## src/hw/rtl/online_mean_variance_rows_defines.svh

```systemverilog
// Assertion macros shared by the online mean/variance RTL.
// Depends on nothing; files that assert include it by name.
`ifndef ONLINE_MEAN_VARIANCE_ROWS_DEFINES_SVH
`define ONLINE_MEAN_VARIANCE_ROWS_DEFINES_SVH
`ifndef SYNTHESIS
`define OMVR_ASSERT_IMP(lbl, ante, cons) \
  lbl: assert property (@(posedge clk) disable iff (rst) (ante) |-> (cons)) \
    else $error("omvr: check failed");
`define OMVR_ASSERT_NXT(lbl, ante, cons) \
  lbl: assert property (@(posedge clk) disable iff (rst) (ante) |=> (cons)) \
    else $error("omvr: check failed");
`else
`define OMVR_ASSERT_IMP(lbl, ante, cons)
`define OMVR_ASSERT_NXT(lbl, ante, cons)
`endif
`endif

```

## src/hw/rtl/omvr_pkg.sv

```systemverilog
// Types, sizes and helpers for the online mean/variance block.
// Used by omvr_div and online_mean_variance_rows.
package omvr_pkg;
  localparam int ROWS         = 1024;
  localparam int ROW_BITS     = 10;
  localparam int COUNT_BITS   = 16;
  localparam int M2_BITS      = 47;
  localparam int DIV_BITS     = 49;
  localparam int DIVISOR_BITS = 17;
  localparam int DIV_CNT_BITS = $clog2(DIV_BITS + 1);

  localparam logic [M2_BITS-1:0]    M2_MAX    = {M2_BITS{1'b1}};
  localparam logic [COUNT_BITS-1:0] COUNT_MAX = {COUNT_BITS{1'b1}};

  typedef enum logic [1:0] {
    ACT_ACC  = 2'd0,
    ACT_COMB = 2'd1,
    ACT_READ = 2'd2,
    ACT_RSVD = 2'd3
  } act_t;

  typedef enum logic [3:0] {
    S_IDLE, S_READ, S_ADIV, S_AMUL, S_ATRM,
    S_C1, S_C2, S_CW, S_CM, S_CH1, S_CH2, S_CH3,
    S_SUM, S_WRITE, S_DONE
  } state_t;

  typedef struct packed {
    logic [31:0] val;
    logic        clip;
  } mean_sat_t;

  function automatic mean_sat_t sat_mean(input logic signed [33:0] v);
    mean_sat_t r;
    if (v > 34'sd2147483647) begin
      r.val  = 32'h7FFF_FFFF;
      r.clip = 1'b1;
    end else if (v < -34'sd2147483648) begin
      r.val  = 32'h8000_0000;
      r.clip = 1'b1;
    end else begin
      r.val  = v[31:0];
      r.clip = 1'b0;
    end
    return r;
  endfunction
endpackage

```

## src/hw/rtl/omvr_div.sv

```systemverilog
// Restoring divider, one quotient bit per cycle, unsigned operands.
// Depends on omvr_pkg for operand widths.
module omvr_div import omvr_pkg::*; (
  input  logic                    clk,
  input  logic                    rst,
  input  logic                    start,
  input  logic [DIV_BITS-1:0]     dividend,
  input  logic [DIVISOR_BITS-1:0] divisor,
  output logic                    busy,
  output logic                    done,
  output logic [DIV_BITS-1:0]     quotient
);
  logic [DIVISOR_BITS-1:0] rem;
  logic [DIVISOR_BITS-1:0] dvs;
  logic [DIV_CNT_BITS-1:0] cnt;
  logic [DIVISOR_BITS:0]   shifted;
  logic [DIVISOR_BITS:0]   trial;

  assign shifted = {rem, quotient[DIV_BITS-1]};
  assign trial   = shifted - {1'b0, dvs};

  always_ff @(posedge clk) begin
    if (rst) begin
      busy <= 1'b0;
      done <= 1'b0;
      cnt  <= '0;
    end else begin
      done <= 1'b0;
      if (start) begin
        busy <= 1'b1;
        cnt  <= DIV_CNT_BITS'(DIV_BITS);
      end else if (busy) begin
        cnt <= cnt - 1'b1;
        if (cnt == DIV_CNT_BITS'(1)) begin
          busy <= 1'b0;
          done <= 1'b1;
        end
      end
    end
  end

  always_ff @(posedge clk) begin
    if (start) begin
      quotient <= dividend;
      rem      <= '0;
      dvs      <= divisor;
    end else if (busy) begin
      if (!trial[DIVISOR_BITS]) begin
        rem      <= trial[DIVISOR_BITS-1:0];
        quotient <= {quotient[DIV_BITS-2:0], 1'b1};
      end else begin
        rem      <= shifted[DIVISOR_BITS-1:0];
        quotient <= {quotient[DIV_BITS-2:0], 1'b0};
      end
    end
  end
endmodule

```

## config.mk

```make
export PLATFORM = sky130hd
export DESIGN_NAME = omvr_div
export DESIGN_NICKNAME = d
export VERILOG_FILES = /design/src/hw/rtl/online_mean_variance_rows_defines.svh /design/src/hw/rtl/omvr_pkg.sv /design/src/hw/rtl/omvr_div.sv
export SDC_FILE = /design/constraint.sdc
export NUM_CORES = 1
export LEC_CHECK = 0
export BUFFER_PORTS_ARGS = -buffer_cell sky130_fd_sc_hd__buf_2
export CAP_MARGIN = 0
export CORE_ASPECT_RATIO = 0.5
export CORE_UTILIZATION = 48
export CTS_CLUSTER_DIAMETER = 100
export DETAILED_ROUTE_END_ITERATION = 7
export GPL_TIMING_DRIVEN = 0
export HOLD_SLACK_MARGIN = 0.15
export PLACE_DENSITY = 0.76
export RECOVER_POWER = 100
export SYNTH_ARGS = -nofsm -noshare
export SYNTH_HDL_FRONTEND = slang
export SYNTH_SLANG_ARGS = --single-unit
```

## constraint.sdc

```tcl
create_clock -name clk -period 2.8 [get_ports clk]
set_clock_uncertainty 0.15 [all_clocks]
set_input_delay 0 -clock clk [delete_from_list [all_inputs] [get_ports clk]]
set_output_delay 0 -clock clk [all_outputs]
set_load 0.02 [all_outputs]
```

==> out/qor.txt <==
Status: finished, final reports clean
Fin crit share: 0.9685
Clock latency on the worst-skew pair: 340 ps
Die Y: 71.49 um
Sequential area share after synthesis: 0.5355
IO Count: 120
Post-synth top area share: 0.4275
HPWL after DPL: 7.171 mm
R2R setup slack: 90 ps
Initial Util: 0.5129
Post-detailed-route DRC marker count: 0
Rows: 24
WHS Path Cells: 2
Core area: 9039 um^2
FF-to-FF End: rem[3]
Worst hold slack: 211.8 ps
Setup slack after layout: 88.31 ps
Cell Pwr Density: 573.4 nW/um^2
Metal1 wirelength: 4.968 mm
Largest net degree at the start of global routing: 27
TritonCTS clock tree: done
DRT Wirelength: 11.52 mm
Register Area: 2482 um^2
Largest buffer count on any clock path: 2
Dpl ws: -359.9 ps
Net count after synthesis: 479
Post-Layout Inst Area: 6561 um^2
Total grt overflow: 0
Final setup viols: 0
First-pass GRT wire length: 18.33 mm
Via count of the routed design: 3,862
Die ar.: 10,080 um^2
Mean instance size in the synthesized netlist: 11.89 um^2
Clk sinks: 91
RSZ-0062 raised after global routing: yes
Synth Instances: 390
Vias per cell: 5.305
Routed Antenna Nets: 0
CP Class: flip-flop to flip-flop
Cell variety after synth: 52
Routability cong.: 0.8674
Crit end category: flip-flop
Highest metal used: met4
Leakage: 2.600 nW
CP Max Fanout: 5
Max cap viols: 0
Placed insts: 639
PortBufs: 118
Met2 routed WL: 5.772 mm
#FFs+latches synth: 91
Die width: 141.0 um
Post-synth top area cell: edfxtp_1
Synth top area cells: edfxtp_1, mux2_2, dfxtp_1
Number of global-route vias before repair: 3,919
Final Hold Viols: 0
Filler cells: 620
Final slew viol count: 0
Hold Path Sink: dvs[15]
Final cell count without fillers: 728
Most common flop cell mapped by yosys: edfxtp_1
# diodes: 0
Max-slew headroom: 0.6319
Total clock buffers created by CTS: 9
First-pass iteration count of the detailed router: 5
Final Util: 0.7259
Worst-Margin Slew: 552.2 ps
Root Driver: clkbuf_16
DR WL/cell: 15.82 um
Min Tclk post-route: 2712 ps
Gr usage total: 0.2365
H-tree level count: 3
DR iter-0 viols: 265
FF-to-FF path depth: 10
Post-synth ARST share: 0
Mapped Area: 4636 um^2
Share of cells above drive strength 1: 0.2910
Initial antenna violation count: 0
DP Area: 5409 um^2
Max frequency: 0.3688 GHz
RR Startpoint: dvs[1]
Ys Warns: 0
Number of flops mapped to enable cells by yosys: 66
Crit path DAT: 2820 ps
Crit path launch type: flip-flop
Hold Crit Start: divisor[15]
Area delta synth->final: 41.54%
Met3 Routed Length: 604 um
Multi-input logic area: 2196 um^2
Hold Path Class: input port to flip-flop
Max VDD drop: 0.0003118 V
Clk pin slew, worst setup/hold paths: 70 ps
Fin nets: 682
CP Data Required Time: 2910 ps
[repair_timing]
| action | CTS | global route |
|---|---|---|
| buffers inserted | 2 | 3 |
| endpoints found under the hold margin | 91 | 0 |
| pin swaps | 2 | 10 |
| hold buffers | 68 | 0 |
| setup endpoints to repair | 17 | 16 |
| resized for setup | 18 | 29 |
| cloned | 0 | 0 |
[registers in the layout, summed over array words and instances, names as in the netlist]
register  cells
rem          17
cnt           6
dvs          17
busy          1
done          1
quotient     49
[area by class of cell]
class,instances,area share
Timing Repair Buffer,192,0.1915
Tap cell,130,0.02479
Inverter,23,0.01316
Clock buffer,9,0.03432
Multi-Input combinational cell,259,0.3347
Clock inverter,7,0.007628
Sequential cell,91,0.3783
Buffer,17,0.01564
[cells in the mapped netlist (4+ instances only)]
cell type   n
nand2b_1    8
dfxtp_1    25
o21a_1      5
edfxtp_1   66
o21ai_0    18
nand3_1    15
a31oi_1     6
clkbuf_1    8
inv_1      23
ha_1       19
xor2_1      7
xnor2_1     7
buf_2       5
nor2_1     26
a311oi_1   12
o211ai_1    4
a21o_1      8
mux2_2     48
a21oi_1    13
nand2_1    20
[layer usage]
metal  global-route usage  vias up
met1               0.2888     1845
met3              0.07019       19
met4              0.06763        0
met2               0.4124      119
li1                     -     1879
met5                    0        -
[layout by cell type, fill, tap and decap left out, drive strengths merged, types with 12 or more instances in the layout]
cell type and count:
inv 25, ha 19, mux2 48, clkbuf 68, dfxtp 25, buf 82, nor2 26, edfxtp 66
nand2 20, a311oi 12, dlygate4sd3 68, a21oi 13, o21ai 18, nand3 15
[worst max-delay path, stage by stage, from the launching register on]
cell and delay, ps:
edfxtp_1 400, inv_1 70, ha_1 220, nor2b_4 130, o31a_4 300, a31oi_4 220, a21o_4 170, a211o_4 160
a21boi_4 70, or4_4 530, a311oi_2 200
[how the worst max path moves through the flow]
stage | to | slack, ps | cells after the start | start
6_report | rem[3] | 90 | 10 | dvs[1]
5_1_grt | rem[3] | -30 | 10 | dvs[4]
4_1_cts | rem[3] | 10 | 10 | dvs[1]
3_5_place_dp | rem[12] | -360 | 11 | dvs[1]
3_3_place_gp | rem[6] | -290 | 11 | dvs[1]
2_1_floorplan | rem[3] | 30 | 10 | quotient[48]
[kinds of logic (layout without fill, tap and decap cells)]
family | count (synthesis) | after routing | synth area share
compound gates | 84 | 84 | 0.1288
xor+xnor | 14 | 14 | 0.02645
fa+ha+maj | 20 | 20 | 0.05560
buf+inv | 40 | 248 | 0.03617
flops | 91 | 91 | 0.5355
mux | 49 | 49 | 0.1188
simple gates | 92 | 92 | 0.09879
[report_power, final]
group | internal [mW] | switching, mW | total [mW]
logic | 0.431 | 0.509 | 0.940
registers | 1.60 | 0.0849 | 1.68
clock network | 0.605 | 0.532 | 1.14
total | 2.64 | 1.13 | 3.76
[metrics by stage]
| step | total power, mW | TNS [ps] |
|---|---|---|
| floorplan | 2.238 | 0 |
| global placement | 2.460 | -5568 |
| detailed placement | 2.482 | -4191 |
| CTS | 3.727 | 0 |
| global route | 3.935 | -59.17 |
| finish | 3.762 | 0 |
Note: power is estimated with default switching activity, not from simulation.
